<file path="src/design/dbht_pkg.sv">
// ----------------------------------------------------------------------------
// dbht_pkg: shared types and constants for the button debouncer
// Phase encoding, configuration and result structures, hold-time widths and
// the saturation helpers used by the step logic.
// ----------------------------------------------------------------------------
package dbht_pkg;

    // Width of the running hold timer (valid range 8 to 32).
    localparam int HOLD_BITS     = 16;
    localparam int OUT_BITS      = 16;
    localparam int CNT_BITS      = 9;
    localparam int LIMIT_BITS    = 8;
    localparam int CFG_IDX_BITS  = 1;
    localparam int CFG_DATA_BITS = 8;

    // Compare widths wide enough for both operands.
    localparam int LOAD_BITS = (HOLD_BITS > CNT_BITS) ? HOLD_BITS : CNT_BITS;
    localparam int CLIP_BITS = (HOLD_BITS > OUT_BITS) ? HOLD_BITS : OUT_BITS;

    localparam logic [HOLD_BITS-1:0] HOLD_MAX = '1;
    localparam logic [OUT_BITS-1:0]  OUT_MAX  = '1;

    // Configuration register indexes.
    localparam logic [CFG_IDX_BITS-1:0] REG_ACTIVE_LOW     = 1'b0;
    localparam logic [CFG_IDX_BITS-1:0] REG_DEBOUNCE_LIMIT = 1'b1;

    typedef enum logic [1:0] {
        PH_IDLE,
        PH_PRESS_QUAL,
        PH_HELD,
        PH_RELEASE_QUAL
    } phase_t;

    typedef struct packed {
        logic                  active_low;
        logic [LIMIT_BITS-1:0] debounce_limit;
    } cfg_t;

    typedef struct packed {
        logic                held_now;
        logic                down_pending;
        logic                up_pending;
        logic [OUT_BITS-1:0] released_hold;
        logic [OUT_BITS-1:0] current_hold;
    } result_t;

    // Load value at press acceptance: the debounce count, saturated.
    function automatic logic [HOLD_BITS-1:0] hold_load(input logic [CNT_BITS-1:0] cnt);
        logic [LOAD_BITS-1:0] wide;
        wide = LOAD_BITS'(cnt);
        if (wide > LOAD_BITS'(HOLD_MAX))
            hold_load = HOLD_MAX;
        else
            hold_load = HOLD_BITS'(wide);
    endfunction

    // Reported hold value, clipped to the output field width.
    function automatic logic [OUT_BITS-1:0] clip_out(input logic [HOLD_BITS-1:0] h);
        logic [CLIP_BITS-1:0] wide;
        wide = CLIP_BITS'(h);
        if (wide > CLIP_BITS'(OUT_MAX))
            clip_out = OUT_MAX;
        else
            clip_out = OUT_BITS'(wide);
    endfunction

endpackage

</file>
<file path="src/design/dbht_if.sv">
// ----------------------------------------------------------------------------
// dbht_if: channel interfaces of the button debouncer
// Input sample channel, result channel and configuration write channel,
// each with valid/ready and a source and a sink modport.
// ----------------------------------------------------------------------------
interface dbht_in_if;
    logic valid;
    logic ready;
    logic pin_level;
    logic ack_down;
    logic ack_up;

    modport source (output valid, output pin_level, output ack_down, output ack_up,
                    input ready);
    modport sink   (input valid, input pin_level, input ack_down, input ack_up,
                    output ready);
endinterface

interface dbht_out_if;
    logic        valid;
    logic        ready;
    logic        held_now;
    logic        down_pending;
    logic        up_pending;
    logic [15:0] released_hold;
    logic [15:0] current_hold;

    modport source (output valid, output held_now, output down_pending,
                    output up_pending, output released_hold, output current_hold,
                    input ready);
    modport sink   (input valid, input held_now, input down_pending,
                    input up_pending, input released_hold, input current_hold,
                    output ready);
endinterface

interface dbht_cfg_if;
    logic       valid;
    logic       ready;
    logic [0:0] index;
    logic [7:0] data;

    modport source (output valid, output index, output data, input ready);
    modport sink   (input valid, input index, input data, output ready);
endinterface

</file>
<file path="src/design/dbht_cfg.sv">
// ----------------------------------------------------------------------------
// dbht_cfg: configuration registers
// Holds the pin polarity and the debounce limit, written by index.
// ----------------------------------------------------------------------------
module dbht_cfg
    import dbht_pkg::*;
(
    input  logic                     clk,
    input  logic                     rst_n,
    input  logic                     wr_en,
    input  logic [CFG_IDX_BITS-1:0]  wr_index,
    input  logic [CFG_DATA_BITS-1:0] wr_data,
    output cfg_t                     cfg
);

    cfg_t cfg_reg;
    cfg_t cfg_next;

    always_comb
    begin
        cfg_next = cfg_reg;
        if (wr_en)
        begin
            case (wr_index)
                REG_ACTIVE_LOW:     cfg_next.active_low     = wr_data[0];
                REG_DEBOUNCE_LIMIT: cfg_next.debounce_limit = wr_data[LIMIT_BITS-1:0];
                default:            cfg_next = cfg_reg;
            endcase
        end
    end

    always_ff @(posedge clk or negedge rst_n)
    begin
        if (!rst_n)
            cfg_reg <= '0;
        else
            cfg_reg <= cfg_next;
    end

    assign cfg = cfg_reg;

endmodule

</file>
<file path="src/design/dbht_step.sv">
// ----------------------------------------------------------------------------
// dbht_step: debounce state machine and hold timer
// Holds the phase, debounce count, hold count and sticky flags, and works
// out the state after one sample together with its result.
// ----------------------------------------------------------------------------
module dbht_step
    import dbht_pkg::*;
(
    input  logic    clk,
    input  logic    rst_n,
    input  cfg_t    cfg,
    input  logic    accept,
    input  logic    pin_level,
    input  logic    ack_down,
    input  logic    ack_up,
    output result_t result
);

    phase_t                phase_reg;
    phase_t                phase_next;
    logic [CNT_BITS-1:0]   dcnt_reg;
    logic [CNT_BITS-1:0]   dcnt_next;
    logic [HOLD_BITS-1:0]  hold_reg;
    logic [HOLD_BITS-1:0]  hold_next;
    logic                  down_reg;
    logic                  down_next;
    logic                  up_reg;
    logic                  up_next;

    logic                  pressed;
    logic [CNT_BITS-1:0]   cnt_inc;
    logic                  cnt_done;

    assign pressed  = cfg.active_low ? ~pin_level : pin_level;
    assign cnt_inc  = dcnt_reg + CNT_BITS'(1);
    assign cnt_done = cnt_inc > CNT_BITS'(cfg.debounce_limit);

    // Next phase.
    always_comb
    begin
        phase_next = phase_reg;
        if (accept)
        begin
            case (phase_reg)
                PH_IDLE:
                    if (pressed)
                        phase_next = PH_PRESS_QUAL;
                PH_PRESS_QUAL:
                    if (!pressed)
                        phase_next = PH_IDLE;
                    else if (cnt_done)
                        phase_next = PH_HELD;
                PH_HELD:
                    if (!pressed)
                        phase_next = PH_RELEASE_QUAL;
                PH_RELEASE_QUAL:
                    if (!pressed && cnt_done)
                        phase_next = PH_IDLE;
                default:
                    phase_next = PH_IDLE;
            endcase
        end
    end

    // Counters and flags. Acknowledges clear the flags before the step.
    always_comb
    begin
        dcnt_next = dcnt_reg;
        hold_next = hold_reg;
        down_next = down_reg;
        up_next   = up_reg;
        if (accept)
        begin
            if (ack_down)
                down_next = 1'b0;
            if (ack_up)
                up_next = 1'b0;
            case (phase_reg)
                PH_IDLE:
                    if (pressed)
                        dcnt_next = '0;
                PH_PRESS_QUAL:
                    if (pressed)
                    begin
                        dcnt_next = cnt_inc;
                        if (cnt_done)
                        begin
                            hold_next = hold_load(cnt_inc);
                            down_next = 1'b1;
                        end
                    end
                PH_HELD:
                    if (pressed)
                    begin
                        if (hold_reg != HOLD_MAX)
                            hold_next = hold_reg + HOLD_BITS'(1);
                    end
                    else
                        dcnt_next = '0;
                PH_RELEASE_QUAL:
                    if (!pressed)
                    begin
                        dcnt_next = cnt_inc;
                        if (cnt_done)
                            up_next = 1'b1;
                    end
                    else
                        dcnt_next = '0;
                default:
                    dcnt_next = '0;
            endcase
        end
    end

    // Result of this sample, taken after the step.
    always_comb
    begin
        result.held_now      = (phase_next == PH_HELD);
        result.down_pending  = down_next;
        result.up_pending    = up_next;
        result.released_hold = up_next ? clip_out(hold_next) : '0;
        result.current_hold  = (phase_next == PH_HELD) ? clip_out(hold_next) : '0;
    end

    always_ff @(posedge clk or negedge rst_n)
    begin
        if (!rst_n)
        begin
            phase_reg <= PH_IDLE;
            dcnt_reg  <= '0;
            hold_reg  <= '0;
            down_reg  <= 1'b0;
            up_reg    <= 1'b0;
        end
        else
        begin
            phase_reg <= phase_next;
            dcnt_reg  <= dcnt_next;
            hold_reg  <= hold_next;
            down_reg  <= down_next;
            up_reg    <= up_next;
        end
    end

    // A held press always has at least one tick on its timer.
    a_held_nonzero: assert property (@(posedge clk) disable iff (!rst_n)
        accept && result.held_now |-> result.current_hold != '0)
        else $error("held with zero hold time");

    // A press is never accepted straight out of idle.
    a_no_skip: assert property (@(posedge clk) disable iff (!rst_n)
        phase_reg == PH_IDLE |=> phase_reg != PH_HELD)
        else $error("idle jumped to held");

    // Entering held always raises the down flag.
    a_down_on_press: assert property (@(posedge clk) disable iff (!rst_n)
        $rose(phase_reg == PH_HELD) |-> down_reg)
        else $error("press accepted without down flag");

endmodule

</file>
<file path="src/design/dbht_out_buf.sv">
// ----------------------------------------------------------------------------
// dbht_out_buf: two-entry result buffer
// Registers each result and decouples input ready from output ready.
// ----------------------------------------------------------------------------
module dbht_out_buf
    import dbht_pkg::*;
(
    input  logic    clk,
    input  logic    rst_n,
    input  logic    push,
    input  result_t push_data,
    output logic    has_room,
    output logic    head_valid,
    input  logic    pop,
    output result_t head_data
);

    result_t     entry_reg [2];
    logic        wr_ptr_reg;
    logic        wr_ptr_next;
    logic        rd_ptr_reg;
    logic        rd_ptr_next;
    logic [1:0]  count_reg;
    logic [1:0]  count_next;

    assign has_room   = (count_reg != 2'd2);
    assign head_valid = (count_reg != 2'd0);
    assign head_data  = entry_reg[rd_ptr_reg];

    always_comb
    begin
        wr_ptr_next = wr_ptr_reg ^ push;
        rd_ptr_next = rd_ptr_reg ^ pop;
        count_next  = count_reg + {1'b0, push} - {1'b0, pop};
    end

    always_ff @(posedge clk)
    begin
        if (push)
            entry_reg[wr_ptr_reg] <= push_data;
    end

    always_ff @(posedge clk or negedge rst_n)
    begin
        if (!rst_n)
        begin
            wr_ptr_reg <= 1'b0;
            rd_ptr_reg <= 1'b0;
            count_reg  <= 2'd0;
        end
        else
        begin
            wr_ptr_reg <= wr_ptr_next;
            rd_ptr_reg <= rd_ptr_next;
            count_reg  <= count_next;
        end
    end

    a_count_range: assert property (@(posedge clk) disable iff (!rst_n)
        count_reg != 2'd3)
        else $error("result buffer count out of range");

    a_no_overflow: assert property (@(posedge clk) disable iff (!rst_n)
        push |-> has_room)
        else $error("result pushed into full buffer");

    a_ptr_match: assert property (@(posedge clk) disable iff (!rst_n)
        (count_reg == 2'd0 || count_reg == 2'd2) |-> wr_ptr_reg == rd_ptr_reg)
        else $error("buffer pointers disagree with count");

endmodule

</file>
<file path="src/design/button_debounce_hold_timer.sv">
// ----------------------------------------------------------------------------
// button_debounce_hold_timer: debounced push button with hold-time measurement
// Qualifies press and release of a raw pin sample stream, keeps sticky
// down/up flags and reports how long each press was held.
// ----------------------------------------------------------------------------
// Usage:
// Each beat on in_ch is one tick: the raw pin level plus two acknowledge
// bits that clear the sticky down and up flags before the tick is applied.
// Every input beat yields exactly one result beat on out_ch, carrying the
// held state, both sticky flags, the hold time of the last released press
// and the running hold time.
// The state machine and counters update at the edge that accepts a beat,
// and its result is registered in the result buffer ahead of out_ch.
// Throughput is one beat per cycle while the result buffer has room, with
// the state update loop running through the phase, count and flag registers.
// A two-entry result buffer sits between the sides, so in_ch.ready depends
// only on its fill level: when out_ch stalls, two results are held and then
// in_ch.ready drops until the receiver takes one.
// cfg_ch writes the polarity (index 0) and the debounce limit (index 1); it
// is always ready and should only be used while the block is idle.
// Reset clears both registers, the phase (idle), the counters, the flags and
// the result buffer.
// ----------------------------------------------------------------------------
module button_debounce_hold_timer
    import dbht_pkg::*;
(
    input  logic       clk,
    input  logic       rst_n,
    dbht_in_if.sink    in_ch,
    dbht_out_if.source out_ch,
    dbht_cfg_if.sink   cfg_ch
);

    cfg_t    cfg;
    result_t step_result;
    result_t head_result;
    logic    in_accept;
    logic    out_accept;
    logic    buf_room;
    logic    buf_valid;

    // Configuration writes are taken in every cycle.
    assign cfg_ch.ready = 1'b1;

    dbht_cfg u_cfg (
        .clk      (clk),
        .rst_n    (rst_n),
        .wr_en    (cfg_ch.valid),
        .wr_index (cfg_ch.index),
        .wr_data  (cfg_ch.data),
        .cfg      (cfg)
    );

    // A sample beat is taken whenever the result buffer has a free entry.
    assign in_ch.ready = buf_room;
    assign in_accept   = in_ch.valid & buf_room;

    dbht_step u_step (
        .clk       (clk),
        .rst_n     (rst_n),
        .cfg       (cfg),
        .accept    (in_accept),
        .pin_level (in_ch.pin_level),
        .ack_down  (in_ch.ack_down),
        .ack_up    (in_ch.ack_up),
        .result    (step_result)
    );

    assign out_accept = buf_valid & out_ch.ready;

    dbht_out_buf u_out_buf (
        .clk        (clk),
        .rst_n      (rst_n),
        .push       (in_accept),
        .push_data  (step_result),
        .has_room   (buf_room),
        .head_valid (buf_valid),
        .pop        (out_accept),
        .head_data  (head_result)
    );

    assign out_ch.valid         = buf_valid;
    assign out_ch.held_now      = head_result.held_now;
    assign out_ch.down_pending  = head_result.down_pending;
    assign out_ch.up_pending    = head_result.up_pending;
    assign out_ch.released_hold = head_result.released_hold;
    assign out_ch.current_hold  = head_result.current_hold;

endmodule
</file>
<file path="src/flat_wrapper.sv">
// flat-port wrapper written by rule: the top's interface ports become plain ports
module button_debounce_hold_timer_flat import dbht_pkg::*;
  (clk, rst_n, in_ch_valid, in_ch_pin_level, in_ch_ack_down, in_ch_ack_up, in_ch_ready, out_ch_valid, out_ch_held_now, out_ch_down_pending, out_ch_up_pending, out_ch_released_hold, out_ch_current_hold, out_ch_ready, cfg_ch_valid, cfg_ch_index, cfg_ch_data, cfg_ch_ready);
  dbht_in_if in_ch_i ();
  dbht_out_if out_ch_i ();
  dbht_cfg_if cfg_ch_i ();
  input  logic clk;
  input  logic rst_n;
  input wire logic [$bits(in_ch_i.valid)-1:0] in_ch_valid;
  input wire logic [$bits(in_ch_i.pin_level)-1:0] in_ch_pin_level;
  input wire logic [$bits(in_ch_i.ack_down)-1:0] in_ch_ack_down;
  input wire logic [$bits(in_ch_i.ack_up)-1:0] in_ch_ack_up;
  output wire logic [$bits(in_ch_i.ready)-1:0] in_ch_ready;
  output wire logic [$bits(out_ch_i.valid)-1:0] out_ch_valid;
  output wire logic [$bits(out_ch_i.held_now)-1:0] out_ch_held_now;
  output wire logic [$bits(out_ch_i.down_pending)-1:0] out_ch_down_pending;
  output wire logic [$bits(out_ch_i.up_pending)-1:0] out_ch_up_pending;
  output wire logic [$bits(out_ch_i.released_hold)-1:0] out_ch_released_hold;
  output wire logic [$bits(out_ch_i.current_hold)-1:0] out_ch_current_hold;
  input wire logic [$bits(out_ch_i.ready)-1:0] out_ch_ready;
  input wire logic [$bits(cfg_ch_i.valid)-1:0] cfg_ch_valid;
  input wire logic [$bits(cfg_ch_i.index)-1:0] cfg_ch_index;
  input wire logic [$bits(cfg_ch_i.data)-1:0] cfg_ch_data;
  output wire logic [$bits(cfg_ch_i.ready)-1:0] cfg_ch_ready;
  assign in_ch_i.valid = in_ch_valid;
  assign in_ch_i.pin_level = in_ch_pin_level;
  assign in_ch_i.ack_down = in_ch_ack_down;
  assign in_ch_i.ack_up = in_ch_ack_up;
  assign in_ch_ready = in_ch_i.ready;
  assign out_ch_valid = out_ch_i.valid;
  assign out_ch_held_now = out_ch_i.held_now;
  assign out_ch_down_pending = out_ch_i.down_pending;
  assign out_ch_up_pending = out_ch_i.up_pending;
  assign out_ch_released_hold = out_ch_i.released_hold;
  assign out_ch_current_hold = out_ch_i.current_hold;
  assign out_ch_i.ready = out_ch_ready;
  assign cfg_ch_i.valid = cfg_ch_valid;
  assign cfg_ch_i.index = cfg_ch_index;
  assign cfg_ch_i.data = cfg_ch_data;
  assign cfg_ch_ready = cfg_ch_i.ready;
  button_debounce_hold_timer u_core (.clk(clk), .rst_n(rst_n), .in_ch(in_ch_i), .out_ch(out_ch_i), .cfg_ch(cfg_ch_i));
endmodule
</file>
<file path="config.mk">
export PLATFORM = sky130hd
export DESIGN_NAME = button_debounce_hold_timer_flat
export DESIGN_NICKNAME = d
export VERILOG_FILES = /design/src/design/dbht_pkg.sv /design/src/design/dbht_if.sv /design/src/design/dbht_cfg.sv /design/src/design/dbht_step.sv /design/src/design/dbht_out_buf.sv /design/src/design/button_debounce_hold_timer.sv /design/src/flat_wrapper.sv
export SDC_FILE = /design/constraint.sdc
export NUM_CORES = 1
export LEC_CHECK = 0
export BUFFER_PORTS_ARGS = -buffer_cell sky130_fd_sc_hd__clkbuf_2
export CAP_MARGIN = 15
export CELL_PAD_IN_SITES_DETAIL_PLACEMENT = 1
export CELL_PAD_IN_SITES_GLOBAL_PLACEMENT = 1
export CORE_MARGIN = 4
export CORE_UTILIZATION = 52
export DETAILED_ROUTE_END_ITERATION = 16
export PLACE_DENSITY = 0.95
export SKIP_CTS_REPAIR_TIMING = 1
export SYNTH_ARGS = -nofsm -noshare
export SYNTH_HDL_FRONTEND = slang
export SYNTH_HIERARCHICAL = 1
export SYNTH_SLANG_ARGS = --single-unit
</file>
<file path="constraint.sdc">
create_clock -name clk -period 9.55 [get_ports clk]
set_input_delay 0.4775 -clock clk [delete_from_list [all_inputs] [get_ports clk]]
set_output_delay 0.4775 -clock clk [all_outputs]
set_load 0.01 [all_outputs]
</file>
==> reports/metrics.yaml, run 1 <==
outcome:
  status: "complete, but fails checks"
  violations: "negative hold slack"
global_route:
  antenna_found_initial: 0
  overflow: 0
  grt_usage_pct: 21.2
  grt_first_pass_wirelength_mm: 21.3
  grt_pass1_vias: 4080
  grt_max_degree: 43
cells_and_area:
  insertedDiodeCount: 0
  drive_above_1_share_pct: 28.6
  nets: 533
  final_cells: 639
  largest_reg_flops: 70
  final_cell_area_um2: 6230
  syn_to_final_growth_pct: 9.14
  fillers: 1098
timing:
  worst_slew_pin_slew_ns: 1.10
  hold_viol_final: 10
  finalSetupViolCount: 0
  max_freq_mhz: 259
  fin_setup_tns_ns: 0
  slew_headroom_pct: 26.4
  hold_ws_ns: -0.00816
  period_share_pct: 40.4
  grt_setup_unrepaired: "false"
  finClkSkew_ns: 0.00760
  slew_viol_final: 0
  fin_crit_ns: 3.85
routing:
  wirelength_mm: 13.0
  drt_pass1_iterations: 4
  drc: 0
  vias: 3830
  drt-initial-drc-count: 210
  drtAntennaViolNets: 0
  drt-wirelength-per-cell_um: 20.4
  viasPerCell: 5.99
die:
  dieArea_um2: 12700
  ios: 55
  row_count: 37
  start_util_pct: 54.3
  die-width_um: 113
  die_h_um: 113
  core_area_um2: 10500
placed_design:
  dp_hpwl_mm: 9.24
  place_area_um2: 6030
  port-buffer-count: 53
  place.gp.congestion: 0.817
  dp_cells: 622
synth:
  synth_seq_area_share_pct: 55.2
  synth_warnings: 6
  synth_area_um2: 5710
  async_flop_share_pct: 37.5
  synthCells: 448
  synth_enable_flop_cells: 70
  syn_avg_cell_area_um2: 12.7
  ys.flop_type: "edfxtp_1"
  ys_types: 71
  ys_ff_latch: 112
  syn_nets: 483
min_path:
  hold_class: "input pin to asynchronous set/reset pin"
setup_path:
  regToRegSetupSlack_ns: 5.70
  required_ns: 9.63
  critPathCaptureType: "register"
  rr_worst_depth: 11
  r2r_end: "u_core/u_out_buf/entry_reg[1][28]$_DFFE_PP_"
  regToRegStartpoint: "u_core/u_step/dcnt_reg[0]$_DFFE_PN0P_"
  start_kind: "register"
  crit_fanout: 17
  path_class: "register to register"
  cp.arrival_ns: 3.93
clock_tree:
  root_buffer: "clkbuf_8"
  clk_pin_slew_ns: 0.10
  cts_max_level: 3
  cts_sinks: 112
  cts_max_path_buffers: 2
  cts_buffers: 9
  clk_latency_ns: 0.38
  cts_tree: "built"
power:
  peakVddDrop_uv: 130
  p_per_area_nw_per_um2: 244
  p_leak_nw: 2.67
  p_total_w: 0.00152
job:
  cap_violations: 0
==> area by class of cell <==
cell class,count,area [um^2],area share [%]
sequential,112,3150,50.6
multi-input combinational,280,2280,36.5
timing repair buffer,57,308,4.94
tap,136,170,2.73
inverter,38,143,2.29
clock buffer,10,138,2.21
clock inverter,6,42.5,0.683
==> cells in the final DEF, fill, tap and decap left out, types with 4 or more instances in the layout <==
cell       n
a21oi_1    8
o21ai_0   12
edfxtp_1  70
xnor2_1    4
nand4_1    5
clkbuf_8  10
dfrtp_1   41
mux2_2    16
a222oi_1   4
nand2_1   26
nor2_1    32
clkbuf_2  53
nor3_1    23
mux2_4    29
and3_1     5
inv_1     36
nor4_1     4
a22o_1     5
xor2_1     6
a221oi_2   4
nand3_1   11
ha_1      18
==> Yosys cell counts, drive strengths merged (3+ instances only) <==
master / n / area share (%)
a21oi: 9 / 0.85
a221oi: 4 / 1.1
a222oi: 4 / 0.70
a22o: 5 / 0.77
a22oi: 3 / 0.39
and2: 3 / 0.33
and3: 5 / 0.55
buf: 12 / 2.1
clkbuf: 6 / 0.39
dfrtp: 42 / 18
edfxtp: 70 / 37
ha: 18 / 3.9
inv: 38 / 2.5
mux2: 46 / 11
mux2i: 3 / 0.53
nand2: 28 / 1.9
nand2b: 3 / 0.33
nand3: 12 / 1.1
nand4: 7 / 1.1
nor2: 32 / 2.1
nor3: 25 / 2.4
nor4: 6 / 1.0
o211ai: 3 / 0.39
o21ai: 15 / 1.3
o31ai: 4 / 0.85
o41ai: 4 / 0.75
xnor2: 4 / 0.61
xor2: 6 / 0.92
==> report_power, final <==
group	leakage, nW	internal, W	switching [W]
logic	1.37	0.000247	0.000312
registers	1.22	0.000628	0.0000665
clock network	0.0891	0.000103	0.000164
total	2.67	0.000979	0.000542
==> critical path, cell delays in order, from the launching register on <==
cell and delay [ns]:
dfrtp_1 0.44, ha_1 0.22, nand3_2 0.12, nor2_1 0.23, xor2_1 0.28, ha_1 0.31
a22oi_1 0.16, o211ai_1 0.14, o221ai_2 0.33, nand2_2 0.18, a32oi_2 0.94, nor2_1 0.18
==> worst max-delay path by stage <==
stage               cells after the start                                   from  slack [ns]                                     endpoint
floorplan                              12  u_core/u_step/dcnt_reg[0]$_DFFE_PN0P_        6.46   u_core/u_out_buf/entry_reg[0][7]$_DFFE_PP_
global placement                       11  u_core/u_step/dcnt_reg[0]$_DFFE_PN0P_        5.97  u_core/u_out_buf/entry_reg[0][29]$_DFFE_PP_
detailed placement                     11  u_core/u_step/dcnt_reg[0]$_DFFE_PN0P_        5.74  u_core/u_out_buf/entry_reg[1][29]$_DFFE_PP_
CTS                                    11  u_core/u_step/dcnt_reg[0]$_DFFE_PN0P_        5.71  u_core/u_out_buf/entry_reg[1][28]$_DFFE_PP_
global route                           11  u_core/u_step/dcnt_reg[0]$_DFFE_PN0P_        5.45  u_core/u_out_buf/entry_reg[1][21]$_DFFE_PP_
finish                                 11  u_core/u_step/dcnt_reg[0]$_DFFE_PN0P_        5.70  u_core/u_out_buf/entry_reg[1][28]$_DFFE_PP_
==> stage by stage <==
step                      setup slack [ns]  hold slack (ns)  util [%]
after floorplan                       6.46            0.182         -
after global placement                5.97            0.487      57.4
after detailed placement              5.74            0.495      57.4
after CTS                             5.71            0.319      59.1
after global routing                  5.45          0.00547      59.3
final                                 5.70         -0.00816      59.3
==> routing by layer <==
metal | share of wire, % | routed length (um) | up-vias | global-route usage [%]
met2 | 52 | 6750 | 120 | 37.2
li1 | - | - | 1759 | -
met5 | 0 | 0 | - | 0
met3 | 5.0 | 651 | 22 | 3.90
met4 | 1.9 | 252 | 0 | 6.57
met1 | 41 | 5360 | 1929 | 26.6
==> cell families after synthesis <==
logic type,after synthesis,synth area share (%)
muxes,49,11.5
buffers and inverters,56,5.02
adders and majority gates,18,3.94
and+or+nand+nor,130,12.1
other,1,0.0657
AOI/OAI and AO/OA,71,10.2
xor gates and xnor gates,11,1.95
DFF,112,55.2
(Power assumes the default switching activity.)
==> run 2: changes to the inputs <==
Settings changed: CORE_UTILIZATION 52 to 49, PLACE_DENSITY 0.95 to 0.9.
Clock period 9.55 ns to 4 ns, I/O delays scaled along.
==> run 2 against run 1 <==
Net effect: the flow now finishes without violations; global-route usage fell by 0.40 points; sequential share of layout area fell by 1.3 points; setup slack got worse by 5.4 ns; via count rose by 1.4%; count of clock-buffer cells in the layout rose by 3; combinational power rose by 130%; critical path depth did not move; clock skew fell by 0.00062 ns; maximum frequency rose by 4.3%; cell area rose by 2.7%; flip-flop and latch count did not move; worst hold slack improved by 0.081 ns; highest routed layer unchanged.
==> reports/metrics.yaml, run 2 (synthesized netlist as in run 1, its figures left out) <==
placed_design:
  place_area_um2: 6070  # +0.66%
  dp_slack_ns: 0.439  # -5.30 ns
  dp_hpwl_mm: 9.10  # -1.5%
  port-buffer-count: 53  # unchanged
  place.gp.congestion: 0.843  # +3.1%
  dp_cells: 634  # +1.9%
die:
  row_count: 39  # +5.4%
  start_util_pct: 50.0  # -4.3 points
  die-width_um: 116  # +2.8%
  ios: 55  # unchanged
  core_area_um2: 11400  # +8.7%
  dieArea_um2: 13400  # +5.7%
  die_h_um: 116  # +2.8%
timing:
  hold_viol_final: 0  # -10
  finalSetupViolCount: 0  # unchanged
  finClkSkew_ns: 0.00698  # -0.000617 ns
  period_share_pct: 92.4  # +52 points
  grt_setup_unrepaired: "false"
  slew_viol_final: 0  # unchanged
  max_freq_mhz: 270  # +4.3%
  timing.final.ws_setup_ns: 0.303  # -5.39 ns
  fin_crit_ns: 3.70  # -0.157 ns
  worst_slew_pin_slew_ns: 1.11  # +0.00503 ns
  slew_headroom_pct: 26.0  # -0.34 points
  fin_setup_tns_ns: 0  # unchanged
cells_and_area:
  final_common_cell: "edfxtp_1"
  final_cell_mix: "edfxtp_1 (70), clkbuf_2 (53), dfrtp_1 (41), inv_1 (36), nor2_1 (32)"
  largest_reg_flops: 70  # unchanged
  drive_above_1_share_pct: 28.7  # +0.11 points
  insertedDiodeCount: 0  # unchanged
  nets: 538  # +0.94%
  final_cells: 651  # +1.9%
  syn_to_final_growth_pct: 12.1
  final_cell_area_um2: 6400  # +2.7%
routing:
  wirelength_mm: 13.1  # +0.58%
  drc: 0  # unchanged
  vias: 3883  # +1.4%
  drt-initial-drc-count: 246  # +17%
  drtAntennaViolNets: 0  # unchanged
  drt-wirelength-per-cell_um: 20.1  # -1.3%
  drt_pass1_iterations: 5  # +1
  viasPerCell: 5.96  # -0.49%
setup_path:
  worst-path-buf-inv: 0  # unchanged
  max_stage_delay_ns: 0.62  # -0.32 ns
  path_class: "register to register"
  cp_common_cell: "and3_1"
  critPathTopFamily: "compound AO/OA/AOI/OAI gates"
  required_ns: 4.07  # -5.56 ns
  critPathCaptureType: "register"
  cpMaxStageDelayCell: "a222oi_1"
  crit_fanout: 14  # -3
  start_kind: "register"
  crit_chain: "and3_1 > and3_1 > and3_1 > xor2_1 > ha_1 > nor3_1 > o211ai_1 > o221ai_2 > a31o_2 > a222oi_1 > nor3_1"
  cp.arrival_ns: 3.77  # -0.16 ns
min_path:
  hold_class: "input pin to register"
global_route:
  grt_first_pass_wirelength_mm: 21.4  # +0.16%
  grt_max_degree: 43  # unchanged
  overflow: 0  # unchanged
  grt_usage_pct: 20.8  # -0.40 points
  antenna_found_initial: 0  # unchanged
  grt_pass1_vias: 4132  # +1.3%
clock_tree:
  clk_pin_slew_ns: 0.07  # -0.03 ns
  clk_latency_ns: 0.35  # -0.03 ns
  cts_tree: "built"
  cts_sinks: 112  # unchanged
  cts_max_level: 3  # unchanged
  cts_buffers: 9  # unchanged
  cts_max_path_buffers: 2  # unchanged
  root_buffer: "clkbuf_16"
outcome:
  status: "completed"
job:
  cap_violations: 0  # unchanged
power:
  p_per_area_nw_per_um2: 619  # +150%
  p_leak_nw: 2.76  # +3.1%
  peakVddDrop_uv: 454  # +250%
[run 2: per-layer routing]
| metal | wire [um] | GRT usage [%] | vias to the layer above |
|---|---|---|---|
| met5 | 0 | 0 | - |
| li1 | - | - | 1764 |
| met4 | 356 | 9.74 | 0 |
| met1 | 5350 | 25.8 | 1970 |
| met3 | 671 | 3.45 | 25 |
| met2 | 6710 | 35.5 | 124 |
[run 2: worst reg2reg max path, cell delays in order (launching register included)]
cell,delay [ns]
dfrtp_1,0.46
and3_1,0.25
and3_1,0.21
and3_1,0.19
xor2_1,0.37
ha_1,0.28
nor3_1,0.07
o211ai_1,0.13
o221ai_2,0.25
a31o_2,0.44
a222oi_1,0.63
nor3_1,0.15
[run 2: final cells by class]
| cell class | instances | area [um^2] |
|---|---|---|
| well taps | 143 | 179 |
| multi-input cells | 280 | 2270 |
| clock inverters | 3 | 47.5 |
| repair buffers | 62 | 335 |
| inverters | 38 | 143 |
| clock buffers | 13 | 270 |
| fillers | 1181 | 5020 |
| flip-flops and latches | 112 | 3150 |
[run 2: power by group]
part,total (W),switching [W],internal (W)
clock network,0.000949,0.000408,0.000541
registers,0.00173,0.000230,0.00150
logic,0.00128,0.000676,0.000608
total,0.00396,0.00131,0.00265
[run 2: worst paths after layout]
check	startpoint	to	slack, ns	depth (start not counted)
setup / recovery	u_core/u_step/dcnt_reg[0]$_DFFE_PN0P_	u_core/u_out_buf/entry_reg[1][5]$_DFFE_PP_	0.30	11
hold / removal	cfg_ch_data[4]	u_core/u_cfg/cfg[4]$_DFFE_PN0P_	0.07	2
setup reg to reg	u_core/u_step/dcnt_reg[0]$_DFFE_PN0P_	u_core/u_out_buf/entry_reg[1][5]$_DFFE_PP_	0.30	11
hold reg to reg	u_core/u_cfg/cfg[4]$_DFFE_PN0P_	u_core/u_cfg/cfg[4]$_DFFE_PN0P_	0.51	1
max in group asynchronous	rst_n	u_core/u_out_buf/rd_ptr_reg$_DFF_PN0_	3.14	3
min in group asynchronous	rst_n	u_core/u_step/phase_reg[0]$_DFF_PN0_	0.46	3
[run 2: per-stage QoR]
stage                     total power [W]  hold slack, ns  utilization [%]
final                             0.00396          0.0733             56.0
after floorplan                   0.00265         -0.0956                -
after global placement            0.00297           0.313             53.2
after CTS                         0.00401         -0.0674             56.0
after detailed placement          0.00305           0.312             53.2
after global routing              0.00419          0.0619             56.0
==> run 3: changes to the inputs <==
Settings changed: CORE_ASPECT_RATIO from default to 1.5.
==> run 3 against run 2 <==
Net effect: total power fell by 1.0%; largest power group unchanged; critical path type unchanged; count of clock-buffer cells in the layout fell by 4; register-to-register slack improved by 0.11 ns; worst hold slack barely moved; critical endpoint is now u_core/u_out_buf/entry_reg[1][3]$_DFFE_PP_; first-iteration DRC count rose by 20%; cell count rose by 1.1%.
==> reports/metrics.yaml, run 3 (synthesized netlist as in run 1, its figures left out) <==
outcome:
  status: "completed"
die:
  row_count: 48  # +23%
  die_h_um: 140  # +21%
  core_area_um2: 11500  # +0.46%
  ios: 55  # unchanged
  start_util_pct: 49.8  # -0.23 points
  dieArea_um2: 13500  # +0.27%
  die-width_um: 96.1  # -17%
setup_path:
  cp_common_cell: "and3_1"
  critPathCaptureType: "register"
  required_ns: 4.08  # about the same
  start_kind: "register"
  path_class: "register to register"
  crit_fanout: 14  # unchanged
  crit_chain: "and3_1 > and3_1 > and3_1 > xor2_1 > ha_1 > nor3_1 > o211ai_1 > o221ai_2 > a31o_2 > a222oi_1 > nor3_1"
  max_stage_delay_ns: 0.59  # -0.03 ns
  cpMaxStageDelayCell: "a222oi_1"
  cp.arrival_ns: 3.67  # -0.10 ns
routing:
  drtAntennaViolNets: 0  # unchanged
  wirelength_mm: 13.6  # +4.0%
  drt_pass1_iterations: 5  # unchanged
  drc: 0  # unchanged
  vias: 3911  # +0.72%
  drt-wirelength-per-cell_um: 20.7  # +2.8%
  viasPerCell: 5.94  # -0.35%
  drt-initial-drc-count: 296  # +20%
timing:
  slew_headroom_pct: 25.1  # -0.91 points
  hold_viol_final: 0  # unchanged
  finalSetupViolCount: 0  # unchanged
  finClkSkew_ns: 0.00780  # +0.000817 ns
  fin_crit_ns: 3.59  # -0.111 ns
  slew_viol_final: 0  # unchanged
  worst_slew_pin_slew_ns: 1.12  # +0.0136 ns
  period_share_pct: 89.7  # -2.8 points
  grt_setup_unrepaired: "false"
  fin_setup_tns_ns: 0  # unchanged
  max_freq_mhz: 279  # +3.1%
clock_tree:
  clk_pin_slew_ns: 0.07  # about the same
  cts_buffers: 9  # unchanged
  cts_sinks: 112  # unchanged
  root_buffer: "clkbuf_16"
  clk_latency_ns: 0.36  # about the same
  cts_max_level: 3  # unchanged
  cts_max_path_buffers: 2  # unchanged
  cts_tree: "built"
global_route:
  overflow: 0  # unchanged
  grt_usage_pct: 21.7  # +0.96 points
  grt_first_pass_wirelength_mm: 22.2  # +4.1%
  grt_pass1_vias: 4361  # +5.5%
  grt_max_degree: 43  # unchanged
  antenna_found_initial: 0  # unchanged
cells_and_area:
  final_cell_mix: "edfxtp_1 (70), clkbuf_2 (53), dfrtp_1 (41), inv_1 (36), nor2_1 (32)"
  drive_above_1_share_pct: 28.9  # +0.20 points
  insertedDiodeCount: 0  # unchanged
  syn_to_final_growth_pct: 12.2
  fillers: 1196  # +1.3%
  final_common_cell: "edfxtp_1"
  utilization_pct: 55.9  # -0.18 points
  regArea_um2: 3150  # unchanged
  nets: 538  # unchanged
  multiInputGateArea_um2: 2270  # unchanged
  largest_reg_flops: 70  # unchanged
power:
  p_per_area_nw_per_um2: 612  # -1.2%
  p_total_w: 0.00392  # -1.0%
  p_leak_nw: 2.75  # -0.19%
  peakVddDrop_uv: 423  # -6.8%
placed_design:
  place.gp.congestion: 0.853  # +1.2%
  dp_hpwl_mm: 9.43  # +3.6%
  port-buffer-count: 53  # unchanged
min_path:
  hold_class: "input pin to register"
job:
  cap_violations: 0  # unchanged
run 3: changes by cell type in the layout (fill, tap and decap cells not counted), sizes merged:
| cell | delta |
|---|---|
| clkinvlp | +1 |
| clkinv | +1 |
| inv | +3 |
| clkbuf | -4 |
| bufinv | -1 |
run 3: metrics by stage:
step                      cells  hold WS, ns  setup slack, ns  cell area, um^2
after floorplan             448      -0.0956            0.909             5710
after global placement      640        0.433            0.715             6070
after detailed placement    640        0.438            0.544             6070
after CTS                   656       0.0647            0.470             6370
after global routing        658       0.0666            0.154             6410
final                       658       0.0738            0.414             6410
run 3: path summary, 6_finish.rpt:
kind | startpoint | to | slack, ns | cells past startpoint
min reg2reg | u_core/u_cfg/cfg[4]$_DFFE_PN0P_ | u_core/u_cfg/cfg[4]$_DFFE_PN0P_ | 0.51 | 1
max in group asynchronous | rst_n | u_core/u_step/hold_reg[1]$_DFF_PN0_ | 3.06 | 3
min in group asynchronous | rst_n | u_core/u_out_buf/count_reg[0]$_DFF_PN0_ | 0.39 | 2
max reg2reg | u_core/u_step/dcnt_reg[2]$_DFFE_PN0P_ | u_core/u_out_buf/entry_reg[1][3]$_DFFE_PP_ | 0.41 | 11
min | cfg_ch_data[3] | u_core/u_cfg/cfg[3]$_DFFE_PN0P_ | 0.07 | 2
max | u_core/u_step/dcnt_reg[2]$_DFFE_PN0P_ | u_core/u_out_buf/entry_reg[1][3]$_DFFE_PP_ | 0.41 | 11
run 3: critical path: cells and delay by family, from the launching register on:
kind,cells,cell delay (ns)
xor+xnor,1,0.39
flops,1,0.44
compound gates,4,1.35
fa+ha+maj,1,0.27
simple gates,5,0.86
run 3: cell type report:
cell class | count | area share [%]
sequential | 112 | 49.2
multi-input combinational | 280 | 35.4
timing repair buffer | 62 | 5.55
clock buffer | 9 | 3.51
tap | 150 | 2.93
inverter | 38 | 2.23
clock inverter | 7 | 1.13
run 3: power breakdown:
group          internal [W]  switching (W)  total (W)
clock              0.000442       0.000440   0.000883
sequential          0.00150       0.000235    0.00173
combinational      0.000615       0.000690    0.00131
total               0.00256        0.00137    0.00392
run 3: layer usage:
metal | track usage [%] | routed length (um) | up-vias
li1 | - | - | 1773
met5 | 0 | 0 | -
met1 | 23.0 | 4870 | 1985
met4 | 12.4 | 512 | 0
met3 | 4.14 | 510 | 38
met2 | 38.9 | 7710 | 115
